`config.mk`:
```
export PLATFORM = sky130hd
export DESIGN_NAME = combined_interval_string_to_units_top_flat
export DESIGN_NICKNAME = d
export VERILOG_FILES = /design/src/rtl/cisu_pkg.sv /design/src/rtl/cisu_if.sv /design/src/rtl/cisu_front.sv /design/src/rtl/cisu_fifo.sv /design/src/rtl/cisu_back.sv /design/src/rtl/combined_interval_string_to_units_top.sv /design/src/flat_wrapper.sv
export SDC_FILE = /design/constraint.sdc
export NUM_CORES = 2
export LEC_CHECK = 0
export BUFFER_PORTS_ARGS = -buffer_cell sky130_fd_sc_hd__buf_2
export CORE_MARGIN = 1
export CORE_UTILIZATION = 32
export CTS_BUF_LIST = sky130_fd_sc_hd__clkbuf_16
export DETAILED_ROUTE_END_ITERATION = 10
export PLACE_DENSITY = 0.49
export SYNTH_ARGS = -nofsm -noshare
export SYNTH_HDL_FRONTEND = slang
export SYNTH_SLANG_ARGS = --single-unit
```
`constraint.sdc`:
```
create_clock -name clk -period 16.3 [get_ports clk]
set_input_delay 0 -clock clk [delete_from_list [all_inputs] [get_ports clk]]
set_output_delay 0 -clock clk [all_outputs]
set_load 0.01 [all_outputs]
```
`src/rtl/cisu_pkg.sv`:
```
// ----------------------------------------------------------------------------
// cisu_pkg
// Types, character codes, unit weights and error codes shared by the
// interval string converter.
// ----------------------------------------------------------------------------
package cisu_pkg;

  typedef logic [7:0]         char_t;
  typedef logic [2:0]         mode_t;
  typedef logic [1:0]         err_t;
  typedef logic [62:0]        group_t;
  typedef logic [2:0]         gcnt_t;
  typedef logic [63:0]        prod_t;
  typedef logic signed [63:0] total_t;

  // Per-string summary handed from the parser to the arithmetic pipeline.
  typedef struct packed {
    logic  zero;   // empty string, result is forced to zero
    logic  neg;    // first non-space character was a minus sign
    logic  ovf;    // some digit run went beyond the Int64 maximum
    gcnt_t cnt;    // closed digit runs, saturating
  } str_info_t;

  localparam int unsigned GROUP_W = 63;
  localparam int unsigned QDEPTH  = 2;

  localparam group_t GROUP_MAX = {GROUP_W{1'b1}};

  localparam char_t CH_SPACE = 8'h20;
  localparam char_t CH_MINUS = 8'h2D;
  localparam char_t CH_ZERO  = 8'h30;
  localparam char_t CH_NINE  = 8'h39;

  localparam err_t ERR_OK     = 2'd0;
  localparam err_t ERR_GROUPS = 2'd1;
  localparam err_t ERR_RANGE  = 2'd2;

  localparam mode_t MODE_HOUR_SEC   = 3'd0;
  localparam mode_t MODE_HOUR_MIN   = 3'd1;
  localparam mode_t MODE_MIN_SEC    = 3'd2;
  localparam mode_t MODE_DAY_SEC    = 3'd3;
  localparam mode_t MODE_DAY_MIN    = 3'd4;
  localparam mode_t MODE_DAY_HOUR   = 3'd5;
  localparam mode_t MODE_YEAR_MONTH = 3'd6;

  localparam prod_t W_60    = 64'd60;
  localparam prod_t W_24    = 64'd24;
  localparam prod_t W_12    = 64'd12;
  localparam prod_t W_3600  = 64'd3600;
  localparam prod_t W_1440  = 64'd1440;
  localparam prod_t W_86400 = 64'd86400;

  // Number of digit groups a mode consumes. The spare code acts as hour-sec.
  function automatic gcnt_t mode_groups(input mode_t mode);
    gcnt_t n;
    case (mode)
      MODE_HOUR_SEC:   n = 3'd3;
      MODE_HOUR_MIN:   n = 3'd2;
      MODE_MIN_SEC:    n = 3'd2;
      MODE_DAY_SEC:    n = 3'd4;
      MODE_DAY_MIN:    n = 3'd3;
      MODE_DAY_HOUR:   n = 3'd2;
      MODE_YEAR_MONTH: n = 3'd2;
      default:         n = 3'd3;
    endcase
    return n;
  endfunction

endpackage

```
`src/rtl/cisu_if.sv`:
```
// ----------------------------------------------------------------------------
// cisu_if
// Valid/ready channels for string bytes in and interval results out.
// ----------------------------------------------------------------------------
interface cisu_in_if;
  logic            valid;
  logic            ready;
  cisu_pkg::char_t char_code;
  logic            last_char;
  logic            empty_row;

  modport source (output valid, char_code, last_char, empty_row, input ready);
  modport sink   (input valid, char_code, last_char, empty_row, output ready);
endinterface

interface cisu_out_if;
  logic             valid;
  logic             ready;
  cisu_pkg::total_t total_value;
  cisu_pkg::err_t   error_code;

  modport source (output valid, total_value, error_code, input ready);
  modport sink   (input valid, total_value, error_code, output ready);
endinterface

```
`src/rtl/cisu_front.sv`:
```
// ----------------------------------------------------------------------------
// cisu_front
// Byte parser: tracks sign, accumulates digit runs and keeps the most recent
// groups. Pushes one string summary per last byte or empty row.
// ----------------------------------------------------------------------------
module cisu_front #(
  parameter int unsigned MAX_GROUPS = 4
) (
  input  logic                                         clk,
  input  logic                                         rst_n,
  input  logic                                         byte_valid,
  input  cisu_pkg::char_t                              char_code,
  input  logic                                         last_char,
  input  logic                                         empty_row,
  input  logic                                         q_full,
  output logic                                         byte_ready,
  output logic                                         push,
  output cisu_pkg::str_info_t                          push_info,
  output logic [MAX_GROUPS-1:0][cisu_pkg::GROUP_W-1:0] push_groups
);
  import cisu_pkg::*;

  localparam gcnt_t CntSat = gcnt_t'(MAX_GROUPS + 1);

  logic                               ns_r, neg_r, ind_r, ovf_r;
  group_t                             cur_r;
  logic [MAX_GROUPS-1:0][GROUP_W-1:0] grp_r;
  gcnt_t                              cnt_r;

  logic                               ns_nxt, neg_nxt, ind_nxt, ovf_nxt;
  group_t                             cur_nxt;
  logic [MAX_GROUPS-1:0][GROUP_W-1:0] grp_nxt;
  gcnt_t                              cnt_nxt;

  logic        accept, is_digit, dig_ovf, do_close, finish;
  logic [3:0]  dig;
  logic [66:0] acc10;
  group_t      cur_dig, close_val;

  assign byte_ready = !q_full;
  assign accept     = byte_valid && byte_ready;
  assign finish     = last_char || empty_row;

  always_comb begin
    is_digit = (char_code inside {[CH_ZERO:CH_NINE]});
    dig      = 4'(char_code - CH_ZERO);
    // value*10 + digit; anything above bit 62 means the run left Int64 range
    acc10    = 67'({cur_r, 3'b000}) + 67'({cur_r, 1'b0}) + 67'(dig);
    dig_ovf  = |acc10[66:63];
    cur_dig  = dig_ovf ? GROUP_MAX : acc10[62:0];

    ns_nxt  = ns_r;
    neg_nxt = neg_r;
    if (!ns_r && char_code != CH_SPACE) begin
      ns_nxt  = 1'b1;
      neg_nxt = (char_code == CH_MINUS);
    end

    // At most one run closes per byte: a non-digit ends an open run, and a
    // digit on the last byte ends the run it belongs to.
    do_close  = is_digit ? last_char : ind_r;
    close_val = is_digit ? cur_dig : cur_r;

    if (is_digit) begin
      cur_nxt = cur_dig;
      ind_nxt = 1'b1;
      ovf_nxt = ovf_r | dig_ovf;
    end else begin
      cur_nxt = '0;
      ind_nxt = 1'b0;
      ovf_nxt = ovf_r;
    end

    grp_nxt = grp_r;
    cnt_nxt = cnt_r;
    if (do_close) begin
      grp_nxt[0] = close_val;
      for (int i = 1; i < MAX_GROUPS; i++) begin
        grp_nxt[i] = grp_r[i-1];
      end
      if (cnt_r < CntSat) begin
        cnt_nxt = cnt_r + 3'd1;
      end
      cur_nxt = '0;
      ind_nxt = 1'b0;
    end
  end

  assign push             = accept && finish;
  assign push_info.zero   = empty_row;
  assign push_info.neg    = neg_nxt;
  assign push_info.ovf    = ovf_nxt;
  assign push_info.cnt    = cnt_nxt;
  assign push_groups      = grp_nxt;

  always_ff @(posedge clk) begin
    if (!rst_n) begin
      ns_r  <= 1'b0;
      neg_r <= 1'b0;
      ind_r <= 1'b0;
      ovf_r <= 1'b0;
      cur_r <= '0;
      grp_r <= '0;
      cnt_r <= '0;
    end else if (accept) begin
      if (finish) begin
        ns_r  <= 1'b0;
        neg_r <= 1'b0;
        ind_r <= 1'b0;
        ovf_r <= 1'b0;
        cur_r <= '0;
        grp_r <= '0;
        cnt_r <= '0;
      end else begin
        ns_r  <= ns_nxt;
        neg_r <= neg_nxt;
        ind_r <= ind_nxt;
        ovf_r <= ovf_nxt;
        cur_r <= cur_nxt;
        grp_r <= grp_nxt;
        cnt_r <= cnt_nxt;
      end
    end
  end

endmodule

```
`src/rtl/cisu_fifo.sv`:
```
// ----------------------------------------------------------------------------
// cisu_fifo
// Short register queue between the parser and the arithmetic pipeline.
// ----------------------------------------------------------------------------
module cisu_fifo #(
  parameter int unsigned WIDTH = 8
) (
  input  logic             clk,
  input  logic             rst_n,
  input  logic             wr_en,
  input  logic [WIDTH-1:0] wr_data,
  input  logic             rd_en,
  output logic [WIDTH-1:0] rd_data,
  output logic             full,
  output logic             not_empty
);
  import cisu_pkg::*;

  localparam int unsigned PtrW = $clog2(QDEPTH);
  localparam int unsigned CntW = $clog2(QDEPTH + 1);

  logic [WIDTH-1:0] mem [QDEPTH];
  logic [PtrW-1:0]  wr_ptr_r, rd_ptr_r;
  logic [CntW-1:0]  cnt_r;
  logic             do_wr, do_rd;

  assign full      = (cnt_r == CntW'(QDEPTH));
  assign not_empty = (cnt_r != '0);
  assign do_wr     = wr_en && !full;
  assign do_rd     = rd_en && not_empty;
  assign rd_data   = mem[rd_ptr_r];

  always_ff @(posedge clk) begin
    if (do_wr) begin
      mem[wr_ptr_r] <= wr_data;
    end
  end

  always_ff @(posedge clk) begin
    if (!rst_n) begin
      wr_ptr_r <= '0;
      rd_ptr_r <= '0;
      cnt_r    <= '0;
    end else begin
      if (do_wr) begin
        wr_ptr_r <= (wr_ptr_r == PtrW'(QDEPTH - 1)) ? '0 : wr_ptr_r + PtrW'(1);
      end
      if (do_rd) begin
        rd_ptr_r <= (rd_ptr_r == PtrW'(QDEPTH - 1)) ? '0 : rd_ptr_r + PtrW'(1);
      end
      if (do_wr && !do_rd) begin
        cnt_r <= cnt_r + CntW'(1);
      end else if (do_rd && !do_wr) begin
        cnt_r <= cnt_r - CntW'(1);
      end
    end
  end

endmodule

```
`src/rtl/cisu_back.sv`:
```
// ----------------------------------------------------------------------------
// cisu_back
// Three-stage arithmetic pipeline: weighted products, pair sums, then the
// final signed sum with error selection into the output register.
// ----------------------------------------------------------------------------
module cisu_back #(
  parameter int unsigned MAX_GROUPS = 4
) (
  input  logic                                         clk,
  input  logic                                         rst_n,
  input  cisu_pkg::mode_t                              mode,
  input  logic                                         q_valid,
  input  cisu_pkg::str_info_t                          q_info,
  input  logic [MAX_GROUPS-1:0][cisu_pkg::GROUP_W-1:0] q_groups,
  output logic                                         q_pop,
  cisu_out_if.source                                   out_ch
);
  import cisu_pkg::*;

  localparam gcnt_t MaxG = gcnt_t'(MAX_GROUPS);

  prod_t prod [4];
  gcnt_t mg, used;
  err_t  err_s0;

  logic  v1_r, v2_r, v3_r;
  logic  adv1, adv2, adv3;
  prod_t p_r [4];
  logic  neg1_r, kill1_r, neg2_r, kill2_r;
  err_t  err1_r, err2_r, err3_r;
  prod_t s01_r, s23_r;
  prod_t tot_r;

  // Lane i carries the i-th most recent group; a weight of zero drops it.
  for (genvar i = 0; i < 4; i++) begin : g_lane
    if (i >= MAX_GROUPS) begin : g_none
      assign prod[i] = '0;
    end else if (i == 0) begin : g_w0
      assign prod[i] = {1'b0, q_groups[i]};
    end else if (i == 1) begin : g_w1
      prod_t g;
      assign g = {1'b0, q_groups[i]};
      always_comb begin
        case (mode)
          MODE_DAY_HOUR:   prod[i] = g * W_24;
          MODE_YEAR_MONTH: prod[i] = g * W_12;
          default:         prod[i] = g * W_60;
        endcase
      end
    end else if (i == 2) begin : g_w2
      prod_t g;
      assign g = {1'b0, q_groups[i]};
      always_comb begin
        case (mode)
          MODE_HOUR_SEC, MODE_DAY_SEC: prod[i] = g * W_3600;
          MODE_DAY_MIN:                prod[i] = g * W_1440;
          MODE_HOUR_MIN, MODE_MIN_SEC,
          MODE_DAY_HOUR, MODE_YEAR_MONTH: prod[i] = '0;
          default:                     prod[i] = g * W_3600;
        endcase
      end
    end else begin : g_w3
      prod_t g;
      assign g = {1'b0, q_groups[i]};
      assign prod[i] = (mode == MODE_DAY_SEC) ? g * W_86400 : '0;
    end
  end

  always_comb begin
    mg   = mode_groups(mode);
    used = (mg > MaxG) ? MaxG : mg;
    if (q_info.cnt > used) begin
      err_s0 = ERR_GROUPS;
    end else if (q_info.ovf) begin
      err_s0 = ERR_RANGE;
    end else begin
      err_s0 = ERR_OK;
    end
    if (q_info.zero) begin
      err_s0 = ERR_OK;
    end
  end

  assign adv3  = !v3_r || out_ch.ready;
  assign adv2  = !v2_r || adv3;
  assign adv1  = !v1_r || adv2;
  assign q_pop = adv1 && q_valid;

  always_ff @(posedge clk) begin
    if (!rst_n) begin
      v1_r <= 1'b0;
      v2_r <= 1'b0;
      v3_r <= 1'b0;
    end else begin
      if (adv1) v1_r <= q_valid;
      if (adv2) v2_r <= v1_r;
      if (adv3) v3_r <= v2_r;
    end
  end

  always_ff @(posedge clk) begin
    if (adv1) begin
      for (int i = 0; i < 4; i++) begin
        p_r[i] <= prod[i];
      end
      neg1_r  <= q_info.neg;
      kill1_r <= q_info.zero || (err_s0 != ERR_OK);
      err1_r  <= err_s0;
    end
    if (adv2) begin
      s01_r   <= p_r[0] + p_r[1];
      s23_r   <= p_r[2] + p_r[3];
      neg2_r  <= neg1_r;
      kill2_r <= kill1_r;
      err2_r  <= err1_r;
    end
    if (adv3) begin
      // Negated sum as ~a + ~b + 2, which equals -(a + b) modulo 2^64.
      if (kill2_r) begin
        tot_r <= '0;
      end else if (neg2_r) begin
        tot_r <= ~s01_r + ~s23_r + 64'd2;
      end else begin
        tot_r <= s01_r + s23_r;
      end
      err3_r <= err2_r;
    end
  end

  assign out_ch.valid       = v3_r;
  assign out_ch.total_value = total_t'(tot_r);
  assign out_ch.error_code  = err3_r;

endmodule

```
`src/rtl/combined_interval_string_to_units_top.sv`:
```
// ----------------------------------------------------------------------------
// combined_interval_string_to_units_top
// Converts an interval string such as "-1:02:03", one byte per beat, into a
// signed count of the selected mode's smallest unit.
// ----------------------------------------------------------------------------
//  channel  direction  beat contents
//  in_ch    sink       char_code, last_char, empty_row
//  out_ch   source     total_value, error_code (one beat per string)
//  cfg_*    write      unit_mode, written with cfg_we
//
// One byte is accepted every cycle while the parser-to-pipeline queue has
// room. A result passes from the beat that ends its string through the queue
// and the product, pair-sum and final-sum stages. A stalled output holds
// the pipeline, then fills the two-entry queue, and only then drops in_ready.
// Reset is synchronous and active low and needs no clearing pass.
// ----------------------------------------------------------------------------
module combined_interval_string_to_units_top #(
  parameter int unsigned MAX_GROUPS = 4
) (
  input  logic            clk,
  input  logic            rst_n,
  input  logic            cfg_we,
  input  cisu_pkg::mode_t cfg_wdata,
  cisu_in_if.sink         in_ch,
  cisu_out_if.source      out_ch
);
  import cisu_pkg::*;

  localparam int unsigned GrpW = MAX_GROUPS * GROUP_W;
  localparam int unsigned RecW = GrpW + $bits(str_info_t);

  mode_t                              mode_r;
  logic                               push, q_full, q_valid, q_pop;
  str_info_t                          push_info, q_info;
  logic [MAX_GROUPS-1:0][GROUP_W-1:0] push_groups, q_groups;
  logic [RecW-1:0]                    q_wdata, q_rdata;

  always_ff @(posedge clk) begin
    if (!rst_n) begin
      mode_r <= MODE_HOUR_SEC;
    end else if (cfg_we) begin
      mode_r <= cfg_wdata;
    end
  end

  cisu_front #(
    .MAX_GROUPS (MAX_GROUPS)
  ) u_front (
    .clk         (clk),
    .rst_n       (rst_n),
    .byte_valid  (in_ch.valid),
    .char_code   (in_ch.char_code),
    .last_char   (in_ch.last_char),
    .empty_row   (in_ch.empty_row),
    .q_full      (q_full),
    .byte_ready  (in_ch.ready),
    .push        (push),
    .push_info   (push_info),
    .push_groups (push_groups)
  );

  assign q_wdata  = {push_info, push_groups};
  assign q_info   = str_info_t'(q_rdata[RecW-1:GrpW]);
  assign q_groups = q_rdata[GrpW-1:0];

  cisu_fifo #(
    .WIDTH (RecW)
  ) u_queue (
    .clk       (clk),
    .rst_n     (rst_n),
    .wr_en     (push),
    .wr_data   (q_wdata),
    .rd_en     (q_pop),
    .rd_data   (q_rdata),
    .full      (q_full),
    .not_empty (q_valid)
  );

  cisu_back #(
    .MAX_GROUPS (MAX_GROUPS)
  ) u_back (
    .clk      (clk),
    .rst_n    (rst_n),
    .mode     (mode_r),
    .q_valid  (q_valid),
    .q_info   (q_info),
    .q_groups (q_groups),
    .q_pop    (q_pop),
    .out_ch   (out_ch)
  );

endmodule

```
`src/flat_wrapper.sv`:
```
// flat-port wrapper written by rule: the top's interface ports become plain ports
module combined_interval_string_to_units_top_flat import cisu_pkg::*;
#(
  parameter int unsigned MAX_GROUPS = 4
)
  (clk, rst_n, cfg_we, cfg_wdata, in_ch_valid, in_ch_char_code, in_ch_last_char, in_ch_empty_row, in_ch_ready, out_ch_valid, out_ch_total_value, out_ch_error_code, out_ch_ready);
  cisu_in_if in_ch_i ();
  cisu_out_if out_ch_i ();
  input  logic clk;
  input  logic rst_n;
  input  logic cfg_we;
  input  cisu_pkg::mode_t cfg_wdata;
  input wire logic [$bits(in_ch_i.valid)-1:0] in_ch_valid;
  input wire logic [$bits(in_ch_i.char_code)-1:0] in_ch_char_code;
  input wire logic [$bits(in_ch_i.last_char)-1:0] in_ch_last_char;
  input wire logic [$bits(in_ch_i.empty_row)-1:0] in_ch_empty_row;
  output wire logic [$bits(in_ch_i.ready)-1:0] in_ch_ready;
  output wire logic [$bits(out_ch_i.valid)-1:0] out_ch_valid;
  output wire logic [$bits(out_ch_i.total_value)-1:0] out_ch_total_value;
  output wire logic [$bits(out_ch_i.error_code)-1:0] out_ch_error_code;
  input wire logic [$bits(out_ch_i.ready)-1:0] out_ch_ready;
  assign in_ch_i.valid = in_ch_valid;
  assign in_ch_i.char_code = in_ch_char_code;
  assign in_ch_i.last_char = in_ch_last_char;
  assign in_ch_i.empty_row = in_ch_empty_row;
  assign in_ch_ready = in_ch_i.ready;
  assign out_ch_valid = out_ch_i.valid;
  assign out_ch_total_value = out_ch_i.total_value;
  assign out_ch_error_code = out_ch_i.error_code;
  assign out_ch_i.ready = out_ch_ready;
  combined_interval_string_to_units_top #(.MAX_GROUPS(MAX_GROUPS)) u_core (.clk(clk), .rst_n(rst_n), .cfg_we(cfg_we), .cfg_wdata(cfg_wdata), .in_ch(in_ch_i), .out_ch(out_ch_i));
endmodule
```
==> flow_summary.json <==
{
  "finalSetupTns_ps": 0,
  "antenna_found_initial": 22,
  "fillers": 30346,
  "synth-seq-cells": 1259,
  "die_h_um": 552,
  "drc": 0,
  "critPathCaptureType": "flop",
  "cp_slowest_cell": "o311ai_1",
  "cts_tree": "yes",
  "violations": "slew limit",
  "synthFlopType": "edfxtp_1",
  "seqCellArea_mm2": 0.0346,
  "hold_viol": 0,
  "totalWireLength_mm": 295,
  "setup_viol": 0,
  "worstPathArrival_ps": 9190,
  "post_cts_resized": 0,
  "synth-simple-area-share_pct": 11.5,
  "mappedNetlistArea_mm2": 0.0966,
  "worstPathRequired_ps": 16840,
  "relSlewSlack_pct": -2.31,
  "grt_pass1_vias": 73278,
  "yosysWarnings": 0,
  "start_util_pct": 32.2,
  "synth_area_leaders": "edfxtp_1 (29%), ha_1 (13%), fa_1 (9.9%)",
  "ctsRootBufferMaster": "clkbuf_16",
  "drive_gt1_share_pct": 5.90,
  "num_rows": 201,
  "hold-path-cell-count": 4,
  "vias_per_cell": 5.18,
  "worst-r2r-setup-slack_ps": 7650,
  "cts_max_path_buffers": 4,
  "yosys.area.top_type_share_pct": 29.1,
  "dr.pass1.iters": 6,
  "post_cts_buffers": 0,
  "final_antenna_net_count": 0,
  "holdCritStartpoint": "cfg_we",
  "hold_class": "primary input to flop",
  "maxCapViolCount": 0,
  "placed_area_mm2": 0.101,
  "clock_latency_ps": 840,
  "place.gp.congestion": 0.897,
  "skew_ps": 56.3,
  "multi_input_area_mm2": 0.0571,
  "hold_end": "u_core.mode_r[2]",
  "mostFrequentLayoutCells": "nand2_1 (1,072), ha_1 (992), inv_1 (986)",
  "grt_pass1_wl_mm": 443,
  "synth-edff-count": 936,
  "period_share_pct": 53.1,
  "async_reset_ff_share_pct": 0,
  "max_freq_mhz": 116,
  "first_iter_violations": 4687,
  "rsz0062_at_grt": "no",
  "vias": 72052,
  "grt_overflow": 0,
  "worstMarginPinSlew_ps": 1530,
  "critPathMaxStageDelay_ps": 1040,
  "crit_path_frequent_cell": "inv_1",
  "r2r_end": "u_core.u_back.p_r[2][62]",
  "yosysTopAreaCell": "edfxtp_1",
  "cts_buffers": 160,
  "synth_xor_xnor_area_share_pct": 5.14,
  "synth.distinct_cells": 92,
  "dpl.hpwl_mm": 233,
  "pin_count": 86,
  "clock_sinks": 1259,
  "layout.cells.most_common": "nand2_1",
  "worst-setup-path-type": "flop to flop",
  "clk_pin_slew_ps": 60,
  "core_mm2": 0.300,
  "status": "complete, but fails checks",
  "area_delta_synth_final_pct": 10.2,
  "synth_fp_nets": 11343,
  "fin_area_mm2": 0.107,
  "holdBufCountCts": 28,
  "r2r_cells": 23,
  "finalMaxSlewViolations": 36,
  "worstSetupStartpointType": "flop",
  "dieArea_mm2": 0.304,
  "period_minus_slack_ps": 8650,
  "htree_num_levels": 4,
  "synth_compound_gate_area_share_pct": 16.7,
  "io_buffers": 85,
  "syn_inst": 9857,
  "synth_top_family_by_area": "adder cells",
  "die_w_um": 552,
  "synthMuxAreaShare_pct": 2.93,
  "cp_cell_sequence": "buf_4 -> buf_4 -> mux2i_1 -> inv_1 -> ha_1 -> inv_1 -> fa_1 -> fa_1 -> inv_1 -> ha_1 -> o21ai_0 -> o21bai_1 -> a21oi_1 -> o31ai_1 -> a31oi_1 -> o311ai_1 -> a311oi_1 -> o21bai_1 -> nand2_1 -> o211ai_1 -> o21ai_0 -> mux2i_1 -> nor3_1",
  "synthAdderAreaFrac_pct": 22.7,
  "syn_avg_cell_area_um2": 9.81,
  "nNetsFinal": 11302,
  "cp_max_fo": 46,
  "grt.total_usage_pct": 19.0,
  "routedWlPerCell_um": 21.2,
  "grt_start_max_net_pins": 153,
  "seq_area_frac_synth_pct": 35.8
}
## critical path: cells and delay by family (launching register included)
family                     cells  cell delay (ps)
AOI/OAI and AO/OA             10             3420
adders and majority gates      4             1720
buffers and inverters          5             1480
DFF                            1              610
muxes                          2              850
and+or+nand+nor                2              200
## cell type report
type                    instances  area share, %
repair buffers                186           1.24
multi-input cells            7255           53.6
clock buffers                 162           3.81
diodes                          6         0.0141
flip-flops and latches       1259           32.5
well taps                    3958           4.65
clock inverters               121          0.857
inverters                     954           3.36
## how the worst max path moves through the flow
stage	startpoint	end	slack, ps	depth (start not counted)
2_1_floorplan	u_core.u_queue.cnt_r[0]	u_core.u_queue.wr_ptr_r	4170	5
5_1_grt	flop	u_core.u_back.p_r[2][62]	7180	23
4_1_cts	flop	u_core.u_back.p_r[2][62]	7640	23
3_5_place_dp	flop	u_core.u_back.p_r[2][62]	7700	23
3_3_place_gp	flop	u_core.u_back.p_r[2][60]	7770	23
6_report	flop	u_core.u_back.p_r[2][62]	7650	23
## synth_stat cells, drive strengths merged, types with 104 or more instances
cell	number
nand3	121
nor2	510
fa	476
xor2	235
nand2	1078
mux2	141
nand4	104
clkbuf	355
inv	954
a21o	351
a21oi	686
edfxtp	936
nor2b	255
o21ai	515
dfxtp	323
a22oi	202
mux2i	124
ha	992
xnor2	332
## cells by family (layout without fill, tap and decap cells)
logic type	count (synthesis)	after routing
AOI/OAI and AO/OA	2516	2516
xor gates and xnor gates	567	567
adders and majority gates	1468	1468
buffers and inverters	1343	1423
DFF	1259	1259
muxes	265	265
other	0	6
and+or+nand+nor	2439	2439
## metal layers
| layer | up-vias | part of all wire [%] | global-route usage [%] |
|---|---|---|---|
| met4 | 0 | 3.0 | 5.68 |
| met3 | 403 | 3.5 | 1.92 |
| met2 | 1476 | 46 | 31.4 |
| li1 | 34845 | - | - |
| met5 | - | 0 | 0 |
| met1 | 35328 | 48 | 26.2 |
## per-stage QoR
stage | hold slack (ps) | std cells | worst slack (ps) | utilization [%]
after floorplan | 98.9 | 9857 | 4170 | -
after global placement | 275 | 13584 | 7770 | 33.8
after detailed placement | 271 | 13584 | 7700 | 33.8
after CTS | 5.43 | 13895 | 7640 | 35.5
after global routing | 70.9 | 13898 | 7180 | 35.5
final | 75.4 | 13901 | 7650 | 35.5
## sequential cells by signal, summed over array words and instances (netlist names), 3 cells and up, named ones only
name,count
u_core.u_queue.mem,496
u_core.u_back.p_r,242
u_core.u_front.grp_r,242
u_core.mode_r,3
u_core.u_front.cur_r,63
u_core.u_back.s23_r,60
u_core.u_front.cnt_r,3
u_core.u_back.out_ch.total_value,64
u_core.u_back.s01_r,64
Power is left out: the tool's default activity adds up to more than one toggle a clock period on the data nets, which glitch-free logic cannot reach.
